[src/rtl/cdp_pkg.sv]
// cdp_pkg: shared types and constants for the control datagram parser
// holds the result record, kind and error codes, and queue sizing
// no dependencies
`timescale 1ns / 1ps

package cdp_pkg;

  // queue between parser front and output back; depth must be a power of two
  localparam int unsigned QDEPTH = 4;
  localparam int unsigned QAW    = $clog2(QDEPTH);
  localparam int unsigned QCW    = $clog2(QDEPTH + 1);

  localparam int unsigned MAGIC_W   = 32;
  localparam int unsigned IN_DATA_W = 24;
  localparam int unsigned OUT_DATA_W = 48;

  typedef enum logic [1:0] {
    KIND_CMD     = 2'd0,
    KIND_PAYLOAD = 2'd1,
    KIND_ERR     = 2'd2
  } kind_t;

  typedef enum logic [1:0] {
    ERR_MAGIC   = 2'd0,
    ERR_LENGTH  = 2'd1,
    ERR_HEADER  = 2'd2,
    ERR_PAYLOAD = 2'd3
  } err_t;

  typedef struct packed {
    kind_t       kind;
    logic [15:0] command;
    logic [15:0] cmd_length;
    logic [7:0]  payload_byte;
    logic        payload_last;
    err_t        error_code;
  } rec_t;

endpackage

[src/rtl/cdp_front.sv]
// cdp_front: per-byte datagram parser, magic/length checks and header decode
// emits at most one result record per accepted byte
// depends on cdp_pkg
`timescale 1ns / 1ps

module cdp_front
  import cdp_pkg::*;
(
  input  logic               clk,
  input  logic               rst,
  input  logic [MAGIC_W-1:0] magic,
  input  logic               accept,
  input  logic [7:0]         data_byte,
  input  logic               first_byte,
  input  logic [15:0]        total_length,
  output logic               res_valid,
  output rec_t               res
);

  typedef enum logic [2:0] {
    PH_MAGIC   = 3'd0,
    PH_HEADER  = 3'd1,
    PH_PAYLOAD = 3'd2,
    PH_PAD     = 3'd3,
    PH_IDLE    = 3'd4
  } phase_t;

  phase_t      phase, phase_next;
  logic [15:0] bytes_left, bytes_left_next;
  logic [31:0] field_shift, field_shift_next;
  logic [1:0]  field_count, field_count_next;
  logic [15:0] payload_left, payload_left_next;
  logic [1:0]  pad_left, pad_left_next;
  logic [15:0] cur_cmd, cur_cmd_next;
  logic [15:0] cur_len, cur_len_next;

  logic        fail;
  err_t        fail_code;
  logic [15:0] fail_cmd, fail_len;
  logic [15:0] hdr_len, hdr_cmd;

  always_comb begin
    phase_next        = phase;
    bytes_left_next   = bytes_left;
    field_shift_next  = field_shift;
    field_count_next  = field_count;
    payload_left_next = payload_left;
    pad_left_next     = pad_left;
    cur_cmd_next      = cur_cmd;
    cur_len_next      = cur_len;
    fail              = 1'b0;
    fail_code         = ERR_MAGIC;
    fail_cmd          = '0;
    fail_len          = '0;
    res_valid         = 1'b0;
    res               = '0;
    hdr_len           = field_shift[23:8];
    hdr_cmd           = {field_shift[7:0], data_byte};

    if (accept) begin
      if (first_byte) begin
        phase_next        = PH_MAGIC;
        bytes_left_next   = total_length;
        field_shift_next  = '0;
        field_count_next  = '0;
        payload_left_next = '0;
        pad_left_next     = '0;
        cur_cmd_next      = '0;
        cur_len_next      = '0;
        if (total_length < 16'd4) begin
          fail = 1'b1;
        end
      end

      // working values are the *_next values after a possible restart
      if (!fail && bytes_left_next != '0 && phase_next != PH_IDLE) begin
        case (phase_next)
          PH_MAGIC: begin
            bytes_left_next  = bytes_left_next - 16'd1;
            field_shift_next = {field_shift_next[23:0], data_byte};
            field_count_next = field_count_next + 2'd1;
            if (field_count_next == 2'd0) begin
              if (field_shift_next != magic) begin
                fail = 1'b1;
              end else if (bytes_left_next[1:0] != 2'd0) begin
                fail      = 1'b1;
                fail_code = ERR_LENGTH;
              end else begin
                field_shift_next = '0;
                phase_next       = PH_HEADER;
              end
            end
          end
          PH_HEADER: begin
            if (field_count == 2'd0 && bytes_left < 16'd4) begin
              fail      = 1'b1;
              fail_code = ERR_HEADER;
            end else begin
              bytes_left_next  = bytes_left - 16'd1;
              field_shift_next = {field_shift[23:0], data_byte};
              field_count_next = field_count + 2'd1;
              if (field_count_next == 2'd0) begin
                field_shift_next = '0;
                if (hdr_len > bytes_left_next) begin
                  fail      = 1'b1;
                  fail_code = ERR_PAYLOAD;
                  fail_cmd  = hdr_cmd;
                  fail_len  = hdr_len;
                end else begin
                  cur_cmd_next      = hdr_cmd;
                  cur_len_next      = hdr_len;
                  payload_left_next = hdr_len;
                  pad_left_next     = 2'd0 - hdr_len[1:0];
                  phase_next        = (hdr_len != '0) ? PH_PAYLOAD : PH_HEADER;
                  res_valid          = 1'b1;
                  res.kind           = KIND_CMD;
                  res.command        = hdr_cmd;
                  res.cmd_length     = hdr_len;
                end
              end
            end
          end
          PH_PAYLOAD: begin
            bytes_left_next   = bytes_left - 16'd1;
            payload_left_next = payload_left - 16'd1;
            if (payload_left_next == '0) begin
              phase_next = (pad_left != 2'd0) ? PH_PAD : PH_HEADER;
            end
            res_valid          = 1'b1;
            res.kind           = KIND_PAYLOAD;
            res.command        = cur_cmd;
            res.cmd_length     = cur_len;
            res.payload_byte   = data_byte;
            res.payload_last   = (payload_left_next == '0);
          end
          PH_PAD: begin
            bytes_left_next = bytes_left - 16'd1;
            pad_left_next   = pad_left - 2'd1;
            if (pad_left_next == 2'd0) begin
              phase_next = PH_HEADER;
            end
          end
          default: begin
            phase_next = PH_IDLE;
          end
        endcase
      end

      if (fail) begin
        bytes_left_next    = '0;
        phase_next         = PH_IDLE;
        res_valid          = 1'b1;
        res                = '0;
        res.kind           = KIND_ERR;
        res.error_code     = fail_code;
        res.command        = fail_cmd;
        res.cmd_length     = fail_len;
      end
    end
  end

  always_ff @(posedge clk) begin
    if (rst) begin
      phase        <= PH_MAGIC;
      bytes_left   <= '0;
      field_shift  <= '0;
      field_count  <= '0;
      payload_left <= '0;
      pad_left     <= '0;
      cur_cmd      <= '0;
      cur_len      <= '0;
    end else begin
      phase        <= phase_next;
      bytes_left   <= bytes_left_next;
      field_shift  <= field_shift_next;
      field_count  <= field_count_next;
      payload_left <= payload_left_next;
      pad_left     <= pad_left_next;
      cur_cmd      <= cur_cmd_next;
      cur_len      <= cur_len_next;
    end
  end

endmodule

[src/rtl/cdp_fifo.sv]
// cdp_fifo: small register queue of result records between front and back
// depends on cdp_pkg
`timescale 1ns / 1ps

module cdp_fifo
  import cdp_pkg::*;
(
  input  logic clk,
  input  logic rst,
  input  logic push,
  input  rec_t push_rec,
  output logic full,
  input  logic pop,
  output logic empty,
  output rec_t head
);

  rec_t           entries [QDEPTH];
  logic [QAW-1:0] wr_ptr, rd_ptr;
  logic [QCW-1:0] count, count_next;
  logic           do_push, do_pop;

  assign full    = (count == QCW'(QDEPTH));
  assign empty   = (count == '0);
  assign do_push = push && !full;
  assign do_pop  = pop && !empty;
  assign head    = entries[rd_ptr];

  always_comb begin
    count_next = count;
    if (do_push && !do_pop) begin
      count_next = count + QCW'(1);
    end else if (do_pop && !do_push) begin
      count_next = count - QCW'(1);
    end
  end

  always_ff @(posedge clk) begin
    if (rst) begin
      wr_ptr <= '0;
      rd_ptr <= '0;
      count  <= '0;
    end else begin
      count <= count_next;
      if (do_push) begin
        wr_ptr <= wr_ptr + QAW'(1);
      end
      if (do_pop) begin
        rd_ptr <= rd_ptr + QAW'(1);
      end
    end
  end

  always_ff @(posedge clk) begin
    if (do_push) begin
      entries[wr_ptr] <= push_rec;
    end
  end

endmodule

[src/rtl/cdp_back.sv]
// cdp_back: output register that drains the record queue onto the stream bus
// depends on cdp_pkg
`timescale 1ns / 1ps

module cdp_back
  import cdp_pkg::*;
(
  input  logic                  clk,
  input  logic                  rst,
  input  logic                  q_empty,
  input  rec_t                  q_head,
  output logic                  q_pop,
  output logic                  m_axis_tvalid,
  input  logic                  m_axis_tready,
  output logic [OUT_DATA_W-1:0] m_axis_tdata,
  output logic                  m_axis_tlast,
  output logic [1:0]            m_axis_tuser
);

  rec_t out_rec;

  assign q_pop = !q_empty && (!m_axis_tvalid || m_axis_tready);

  always_ff @(posedge clk) begin
    if (rst) begin
      m_axis_tvalid <= 1'b0;
    end else if (!m_axis_tvalid || m_axis_tready) begin
      m_axis_tvalid <= !q_empty;
    end
  end

  always_ff @(posedge clk) begin
    if (q_pop) begin
      out_rec <= q_head;
    end
  end

  assign m_axis_tdata = {6'd0, out_rec.error_code, out_rec.payload_byte,
                         out_rec.cmd_length, out_rec.command};
  assign m_axis_tlast = out_rec.payload_last;
  assign m_axis_tuser = out_rec.kind;

endmodule

[src/rtl/control_datagram_parser.sv]
// control_datagram_parser: top level of the control datagram decoder
// instantiates cdp_front, cdp_fifo and cdp_back; depends on cdp_pkg
`timescale 1ns / 1ps

// Decodes control datagrams fed one byte per word on the slave stream. The
// word that carries tuser=1 opens a datagram and gives its total length. The
// first four bytes must match magic_data (big-endian); the remaining length
// must be a multiple of four. Each 4-byte header (length, then command, both
// big-endian) yields a command record (tuser=0), each payload byte a payload
// word (tuser=1, tlast on the final byte), and padding is skipped silently.
// The first error (tuser=2) ends the datagram; the rest of its bytes are
// dropped. A new first byte abandons any datagram in progress. One byte is
// taken every cycle while the queue has room: the parser decides each byte
// combinationally and writes its record into a four-entry queue, from
// which the output register hands it to the master stream. The slave side
// only stalls when that queue is full, i.e. when the master side has held
// off for a while. magic_data is sampled on any cycle with magic_wr high;
// change it only while no datagram is in flight.

module control_datagram_parser
  import cdp_pkg::*;
(
  input  logic                  clk,
  input  logic                  rst,

  // configuration
  input  logic                  magic_wr,
  input  logic [MAGIC_W-1:0]    magic_data,

  // byte input
  input  logic                  s_axis_tvalid,
  output logic                  s_axis_tready,
  input  logic [IN_DATA_W-1:0]  s_axis_tdata,  // data_byte[7:0], total_length[23:8]
  input  logic                  s_axis_tuser,  // first_byte

  // result output
  output logic                  m_axis_tvalid,
  input  logic                  m_axis_tready,
  // command[15:0], cmd_length[31:16], payload_byte[39:32],
  // error_code[41:40], zero fill[47:42]
  output logic [OUT_DATA_W-1:0] m_axis_tdata,
  output logic                  m_axis_tlast,  // payload_last
  output logic [1:0]            m_axis_tuser   // kind
);

  logic [MAGIC_W-1:0] magic;
  logic               accept;
  logic               res_valid;
  rec_t               res;
  logic               q_full, q_empty, q_pop;
  rec_t               q_head;

  // magic register, cleared to zero on reset
  always_ff @(posedge clk) begin
    if (rst) begin
      magic <= '0;
    end else if (magic_wr) begin
      magic <= magic_data;
    end
  end

  // front accepts whenever the queue has room for a possible record
  assign s_axis_tready = !q_full;
  assign accept        = s_axis_tvalid && s_axis_tready;

  cdp_front u_front (
    .clk          (clk),
    .rst          (rst),
    .magic        (magic),
    .accept       (accept),
    .data_byte    (s_axis_tdata[7:0]),
    .first_byte   (s_axis_tuser),
    .total_length (s_axis_tdata[23:8]),
    .res_valid    (res_valid),
    .res          (res)
  );

  // decouples parsing from the output handshake
  cdp_fifo u_fifo (
    .clk      (clk),
    .rst      (rst),
    .push     (res_valid),
    .push_rec (res),
    .full     (q_full),
    .pop      (q_pop),
    .empty    (q_empty),
    .head     (q_head)
  );

  cdp_back u_back (
    .clk           (clk),
    .rst           (rst),
    .q_empty       (q_empty),
    .q_head        (q_head),
    .q_pop         (q_pop),
    .m_axis_tvalid (m_axis_tvalid),
    .m_axis_tready (m_axis_tready),
    .m_axis_tdata  (m_axis_tdata),
    .m_axis_tlast  (m_axis_tlast),
    .m_axis_tuser  (m_axis_tuser)
  );

endmodule

[config.mk]
export PLATFORM = sky130hd
export DESIGN_NAME = control_datagram_parser
export DESIGN_NICKNAME = d
export VERILOG_FILES = /design/src/rtl/cdp_pkg.sv /design/src/rtl/cdp_front.sv /design/src/rtl/cdp_fifo.sv /design/src/rtl/cdp_back.sv /design/src/rtl/control_datagram_parser.sv
export SDC_FILE = /design/constraint.sdc
export NUM_CORES = 1
export LEC_CHECK = 0
export ABC_AREA = 1
export BUFFER_PORTS_ARGS = -buffer_cell sky130_fd_sc_hd__buf_2
export CAP_MARGIN = 5
export CELL_PAD_IN_SITES_DETAIL_PLACEMENT = 1
export CELL_PAD_IN_SITES_GLOBAL_PLACEMENT = 1
export CORE_UTILIZATION = 45
export CTS_CLUSTER_SIZE = 10
export DETAILED_ROUTE_END_ITERATION = 8
export PLACE_DENSITY = 0.86
export RECOVER_POWER = 25
export SLEW_MARGIN = 20
export SYNTH_ARGS = -nofsm -noshare
export SYNTH_HDL_FRONTEND = slang
export SYNTH_HIERARCHICAL = 1
export SYNTH_SLANG_ARGS = --single-unit
[constraint.sdc]
create_clock -name clk -period 6.6 [get_ports clk]
set_clock_uncertainty 0.05 [all_clocks]
set_input_delay 0.99 -clock clk [delete_from_list [all_inputs] [get_ports clk]]
set_output_delay 0.99 -clock clk [all_outputs]
set_load 0.005 [all_outputs]
# Word-level counts from Yosys, hierarchy flattened
# Memories as Yosys holds them, arrays and structs flattened. A register that Yosys moved wholly into a read port is not among the register bits.
# Cells that the tools add are included.
[word_totals]
ff_bits = 143
mem_bits_rw = 180
in_bits = 62
output_inout_bits = 53
wordCells = 171
memories = 1
[op_classes]
n_addsub = 11
magnitude_cmp = 3
n_eq_ne = 6
mux = 108
reduce_logical = 29
[memory_table]
columns = ["memory", "words", "width", "read_ports", "rd_clocked_by_memory_dff", "wr", "line_no", "source"]
rows = [
  ["u_fifo.entries", 4, 45, 1, 1, 1, "cdp_fifo.sv:18", "rec_t entries [QDEPTH];"],
]
[ops]
columns = ["operator", "n"]
rows = [
  ["2-to-1 mux 16 bit", 32],
  ["2-to-1 mux 32 bit", 9],
  ["2-to-1 mux 45 bit", 2],
  ["2-to-1 mux 34 bit", 2],
  ["case mux 34 bit (2 select lines)", 1],
  ["case mux 32 bit (2 select lines)", 1],
  ["case mux 16 bit (3 select lines)", 1],
  ["subtractor 16 x 1 -> 16 bit, second input constant", 3],
  ["2-to-1 mux 43 bit", 1],
  ["2-to-1 mux 3 bit", 14],
  ["2-to-1 mux 2 bit", 17],
  ["< comparator 16 x 3 -> 1 bit, second input constant", 2],
  ["inequality test 32 bit", 1],
  ["case mux 16 bit (2 select lines)", 1],
  ["nonzero test 16 bit", 2],
  ["2-to-1 mux 1 bit", 20],
  ["greater-than comparator 16 bit", 1],
  ["logical NOT 16 bit", 1],
  ["case mux 2 bit (2 select lines)", 3],
  ["case mux 3 bit (4 select lines)", 1],
  ["logical AND 1 bit", 9],
  ["2-to-1 mux 9 bit", 1],
  ["adder 2 x 1 -> 2 bit, second input constant", 4],
  ["logical NOT 2 bit", 4],
  ["14 further kinds", 24],
]

# Longest topological paths before layout
[logic_depth]
word_depth = 19
mapped_depth = 34
mapped_depth_nobuf = 33

# Hierarchy
# The synthesis kept the hierarchy.
[modules_own_cells]
columns = ["mod", "n_inst", "cells_per_inst", "area_per_inst_um2", "seq_area_each_um2"]
rows = [
  ["cdp_front", 1, 1555, 8847.2, 1901.8],
  ["cdp_fifo", 1, 505, 7298.2, 5585.4],
  ["cdp_back", 1, 57, 1443.9, 1371.3],
  ["control_datagram_parser", 1, 206, 1350.0, 640.6],
]

# Least setup slack after synthesis
# OpenSTA, ideal clock, no wires.
[synth_path]
path_type = "input port to flip-flop"
startpoint = "input port s_axis_tuser"
endpoint = "memory u_fifo/entries[0][0] in the netlist's numbering, enable pin"
setup_ns = 0.448
arrival_time_ns = 5.197
required_time_ns = 6.102
path_slack_ns = 0.906
stages = 20
n_path_buf = 4
path_cell_list = "buf_4 buf_6 buf_6 o21ai_0 inv_1 ha_1 nand2_1 nor2_2 nand4_1 nand2_2 nor2_2 inv_2 nor2_2 nand2_2 nand2_2 inv_2 buf_2 a21oi_1 nand2_2 nor2_1"
[synth_via]
elab_chain_cells = 15
word_cells_on_any_way = 39
classes_between = "2 x add/sub; 4 x eq/ne; 25 x mux; 8 x reduce/logical"
[synth_rtl]
columns = ["item", "line_no", "source"]
rows = [
  ["start: declaration", "control_datagram_parser.sv:34", "input logic s_axis_tuser,"],
  ["2-to-1 mux 16 bit", "cdp_front.sv:61", "if (first_byte) begin"],
  ["2-to-1 mux 16 bit", "cdp_front.sv:60", "if (accept) begin"],
  ["subtractor 16 x 1 -> 16 bit", "cdp_front.sv:79", "bytes_left_next = bytes_left_next - 16'd1;"],
  ["nonzero test 2 bit", "cdp_front.sv:85", "end else if (bytes_left_next[1:0] != 2'd0) begin"],
  ["2-to-1 mux 1 bit", "cdp_front.sv:85", ""],
  ["2-to-1 mux 1 bit", "cdp_front.sv:83", "if (field_shift_next != magic) begin"],
  ["2-to-1 mux 1 bit", "cdp_front.sv:82", "if (field_count_next == 2'd0) begin"],
  ["case mux 1 bit (2 select lines)", "cdp_front.sv:77", "case (phase_next)"],
  ["2-to-1 mux 1 bit", "cdp_front.sv:76", "if (!fail && bytes_left_next != '0 && phase_next != PH_IDLE) begin"],
  ["2-to-1 mux 1 bit", "cdp_front.sv:60", ""],
  ["2-to-1 mux 1 bit (*)", "cdp_front.sv:149", "if (fail) begin"],
  ["2-to-1 mux 1 bit (*)", "cdp_front.sv:60", ""],
  ["via res_valid", "control_datagram_parser.sv:48", "logic res_valid;"],
  ["logical AND 1 bit (*)", "cdp_fifo.sv:25", "assign do_push = push && !full;"],
  ["2-to-1 mux 1 bit (*)", "cdp_fifo.sv:55", "if (do_push) begin"],
  ["2-to-1 mux 1 bit (implied by the code) (*)", "cdp_fifo.sv:56", "entries[wr_ptr] <= push_rec;"],
  ["end: declaration", "cdp_fifo.sv:18", ""],
]
# Mark *: on every way through the listed nets, which the timed path passes. The rest lies on a longest branch. The select of a mux whose other input is x is not followed.

# Worst setup path in the final report
[layout_path]
startpoint = "register u_front.bytes_left[4]"
endpoint = "register u_fifo.count[2]"
[layout_via]
elab_chain_cells = 14
word_cells_on_any_way = 28
classes_between = "1 x add/sub; 2 x order compare; 16 x mux; 9 x reduce/logical"
[layout_rtl]
columns = ["item", "line_no", "source"]
rows = [
  ["start: declaration", "cdp_front.sv:29", "logic [15:0] bytes_left, bytes_left_next;"],
  ["start signal: assignment", "cdp_front.sv:174", "bytes_left <= bytes_left_next;"],
  ["subtractor 16 x 1 -> 16 bit", "cdp_front.sv:99", "bytes_left_next = bytes_left - 16'd1;"],
  ["greater-than comparator 16 bit", "cdp_front.sv:104", "if (hdr_len > bytes_left_next) begin"],
  ["2-to-1 mux 1 bit", "cdp_front.sv:104", ""],
  ["2-to-1 mux 1 bit", "cdp_front.sv:102", "if (field_count_next == 2'd0) begin"],
  ["2-to-1 mux 1 bit", "cdp_front.sv:95", "if (field_count == 2'd0 && bytes_left < 16'd4) begin"],
  ["case mux 1 bit (2 select lines)", "cdp_front.sv:77", ""],
  ["2-to-1 mux 1 bit", "cdp_front.sv:76", ""],
  ["2-to-1 mux 1 bit", "cdp_front.sv:60", ""],
  ["2-to-1 mux 1 bit (*)", "cdp_front.sv:149", ""],
  ["2-to-1 mux 1 bit (*)", "cdp_front.sv:60", ""],
  ["via res_valid", "control_datagram_parser.sv:48", ""],
  ["logical AND 1 bit (*)", "cdp_fifo.sv:25", ""],
  ["via u_fifo.do_push", "cdp_fifo.sv:21", "logic do_push, do_pop;"],
  ["logical NOT 1 bit", "cdp_fifo.sv:33", "end else if (do_pop && !do_push) begin"],
  ["logical AND 1 bit", "cdp_fifo.sv:33", ""],
  ["nonzero test 2 bit (no source line)", "--", ""],
  ["end signal: assignment", "cdp_fifo.sv:44", "count <= count_next;"],
  ["end: declaration", "cdp_fifo.sv:20", "logic [QCW-1:0] count, count_next;"],
]
# Marks and branches as above.
# A chain may end at the register's enable or synchronous reset.

==> impl_metrics.env <==
export IMPL_status="finished, violations left"
export IMPL_violations="capacitance limit, slew limit"
export IMPL_grt_total_usage_pct=30.2
export IMPL_yosysWarnings=6
export IMPL_cts_buffers=44
export IMPL_finalCritPeriodShare_pct=87.0
export IMPL_cts_resized=0
export IMPL_crit_fanout=11
export IMPL_slew_viol_final=95
export IMPL_synthFlopType="edfxtp_1"
export IMPL_drtAntennaViolNets=0
export IMPL_regArea_mm2=0.00950
export IMPL_grt_pass1_vias=18007
export IMPL_die_area_mm2=0.0429
export IMPL_cts_sink_count=362
export IMPL_ios=115
export IMPL_postCtsSetupBuffers=0
export IMPL_routed_wl_um=65500
export IMPL_rows=74
export IMPL_drc=0
export IMPL_p_leak_nw=8.44
export IMPL_drt_iter0_markers=1591
export IMPL_path_clk_slew_ns=0.05
export IMPL_wire_per_inst_um=22.2
export IMPL_rsz0062_at_grt="no"
export IMPL_irDropWorstVdd_v=0.000172
export IMPL_grt_max_degree=91
export IMPL_coreArea_mm2=0.0412
export IMPL_min_path_type="reg2reg"
export IMPL_crit_type="reg2reg"
export IMPL_synth_edf_count=225
export IMPL_die_w_um=207
export IMPL_async_reset_ff_share_pct=0
export IMPL_ctsHtreeMaxLevel=2
export IMPL_fin_crit_ns=5.75
export IMPL_ff2ff_path_depth=27
export IMPL_maxCapViolCount=2
export IMPL_crit_arrival_ns=6.17
export IMPL_r2r_start="u_front/bytes_left[4]"
export IMPL_io_buffers=108
export IMPL_areaGrowthSynthToFinish_pct=10.5
export IMPL_vias=17404
export IMPL_setup_slack_ns=0.855
export IMPL_start_util_pct=46.0
export IMPL_insertion_delay_ns=0.58
export IMPL_hold_viol=0
export IMPL_synth_cells=2323
export IMPL_multi_input_area_mm2=0.00775
export IMPL_tightest_slew_ns=2.71
export IMPL_r2r_slack_ns=0.85
export IMPL_dieHeight_um=207
export IMPL_setup_violations=0
export IMPL_maxSlewHeadroom_pct=-80.6
export IMPL_cts_root_buf="clkbuf_16"
export IMPL_required_ns=7.02
export IMPL_final_nets=2474
export IMPL_place_gp_congestion=0.889
export IMPL_setup_tns_ns=0
export IMPL_crit_path_start_kind="register"
export IMPL_layout_drive_gt1_share_pct=8.82
export IMPL_syn_area_per_cell_um2=8.15
export IMPL_min_from="u_front/bytes_left[15]"
export IMPL_nFillCells=4997
export IMPL_routed_via_density=5.90
export IMPL_place_hpwl_um=44100
export IMPL_hold_worst_slack_ns=0.435
export IMPL_dr_pass1_iters=5
export IMPL_grt_pass1_wl_um=101000
export IMPL_critPathCaptureType="register"
export IMPL_antenna_found_initial=0
export IMPL_pwr_density_cell_mw_per_mm2=252
export IMPL_synth_ff_latch_count=362
export IMPL_synth_area_mm2=0.0189
export IMPL_whs_path_depth=2
export IMPL_grt_ovfl_total=0
export IMPL_cts_tree="yes"
export IMPL_cts_path_max_buffers=3
export IMPL_synth_yosys_seq_area_share_pct=50.2
export IMPL_postCtsHoldBufs=0
export IMPL_critical_path_startpoint="u_front/bytes_left[4]"
export IMPL_synth_cell_type_count=52
export IMPL_fmax_mhz=174
export IMPL_place_worst_setup_slack_ns=1.03
[layout make-up]
type / instances / share of cell area [%]
clock buffers: 75 / 6.11
repair buffers: 133 / 3.37
inverters: 239 / 4.35
multi-input cells: 1599 / 37.0
diodes: 1 / 0.0120
flip-flops and latches: 362 / 45.4
clock inverters: 7 / 0.580
well taps: 532 / 3.18
[critical path: stages (launching register included)]
cell and delay [ns]:
dfxtp_1 0.37, nor2_1 0.18, nand2_1 0.14, nor4_1 0.63, nand2_1 0.16, nor2_1 0.21
xor2_1 0.20, inv_1 0.08, ha_1 0.30, nand4_1 0.09, nor3_1 0.24, nand3_1 0.17
nand2_1 0.19, nand2_1 0.12, nand2_1 0.30, nand2_1 0.39, a21oi_1 0.42, nand2_2 0.24
inv_2 0.12, ha_1 0.17, inv_1 0.07, fa_1 0.40, inv_1 0.07, nand2_1 0.06
nand3_1 0.10, nand2_1 0.06, nand2_1 0.05, nor2_1 0.05
[final timing paths]
kind | endpoint
hold / removal | u_front/bytes_left[15]
hold reg to reg | u_front/bytes_left[15]
setup reg to reg | u_fifo/count[2]
setup / recovery | u_fifo/count[2]
[state kept, by name, indices dropped and copies added (netlist names), named ones only]
register	cells
u_fifo/entries	180
u_back/m_axis_tdata	42
magic	32
u_front/field_shift	24
u_front/bytes_left	16
u_front/cur_cmd	16
u_front/cur_len	16
u_front/payload_left	16
u_fifo/count	3
u_front/phase	3
u_back/m_axis_tuser	2
u_fifo/rd_ptr	2
u_fifo/wr_ptr	2
u_front/field_count	2
u_front/pad_left	2
u_back/m_axis_tlast	1
u_back/m_axis_tvalid	1
[kinds of logic (layout without fill, tap and decap cells)]
| family | Yosys count | count (layout) | synth area share [%] |
|---|---|---|---|
| xor gates and xnor gates | 25 | 25 | 1.16 |
| and+or+nand+nor | 1057 | 1057 | 23.2 |
| buffers and inverters | 367 | 454 | 9.30 |
| AOI/OAI and AO/OA | 478 | 478 | 14.0 |
| adders and majority gates | 33 | 33 | 2.22 |
| other | 1 | 7 | 0.0198 |
| DFF | 362 | 362 | 50.2 |
[metrics by stage]
stage / power [mW] / cell area, um^2 / std cells / utilization [%]
detailed placement: 2.95 / 19500 / 2864 / 47.4
floorplan: 2.80 / 19000 / 2328 / -
CTS: 5.30 / 20900 / 2946 / 50.8
global placement: 2.93 / 19500 / 2864 / 47.4
finish: 5.27 / 20900 / 2948 / 50.8
global route: 5.43 / 20900 / 2947 / 50.8
[synthesized netlist by cell type (7+ instances only)]
library cell / count / area share (%)
a21oi_1: 113 / 3.0
a31oi_1: 29 / 0.96
buf_1: 7 / 0.14
buf_2: 33 / 0.87
buf_4: 16 / 0.63
buf_6: 19 / 1.1
clkbuf_1: 44 / 0.87
dfxtp_1: 137 / 14
edfxtp_1: 225 / 36
ha_1: 32 / 2.1
inv_1: 225 / 4.5
inv_2: 12 / 0.24
nand2_1: 487 / 9.7
nand2_2: 8 / 0.26
nand3_1: 149 / 3.9
nand4_1: 20 / 0.66
nor2_1: 330 / 6.5
nor2_2: 10 / 0.33
nor3_1: 26 / 0.69
nor4_1: 10 / 0.33
o211ai_1: 24 / 0.95
o21ai_0: 151 / 4.0
o21ai_1: 79 / 2.1
o21bai_1: 8 / 0.32
o22ai_1: 51 / 1.7
xnor2_1: 8 / 0.37
xor2_1: 17 / 0.79
[where the power goes]
part	leakage, nW	switching (mW)	total, mW	internal, mW
combinational	4.62	0.306	0.448	0.142
sequential	3.16	0.0500	2.47	2.42
clock	0.672	0.957	2.35	1.40
[layer usage]
metal | routed length, um | global-route usage (%)
met1 | 25400 | 35.9
met2 | 32000 | 52.7
met3 | 4880 | 5.11
met4 | 3100 | 14.9
met5 | 0 | 0
[layout by cell type, fill, tap and decap left out, types with 7 or more instances in the layout]
cell type / count
clkbuf_16: 45
ha_1: 32
nand4_1: 20
a21oi_1: 112
inv_2: 12
nand2_1: 488
clkbuf_1: 52
buf_2: 83
nor4_1: 10
nand2_2: 7
nor3_1: 26
o21ai_0: 180
xnor2_1: 8
o21ai_1: 50
nor2_1: 324
dfxtp_1: 136
xor2_1: 17
nor2_4: 8
o21bai_1: 8
o22ai_1: 51
nand3_1: 149
a31oi_1: 29
o211ai_1: 24
inv_1: 223
nor2_2: 11
buf_4: 23
edfxtp_1: 225
(Power assumes the default switching activity.)
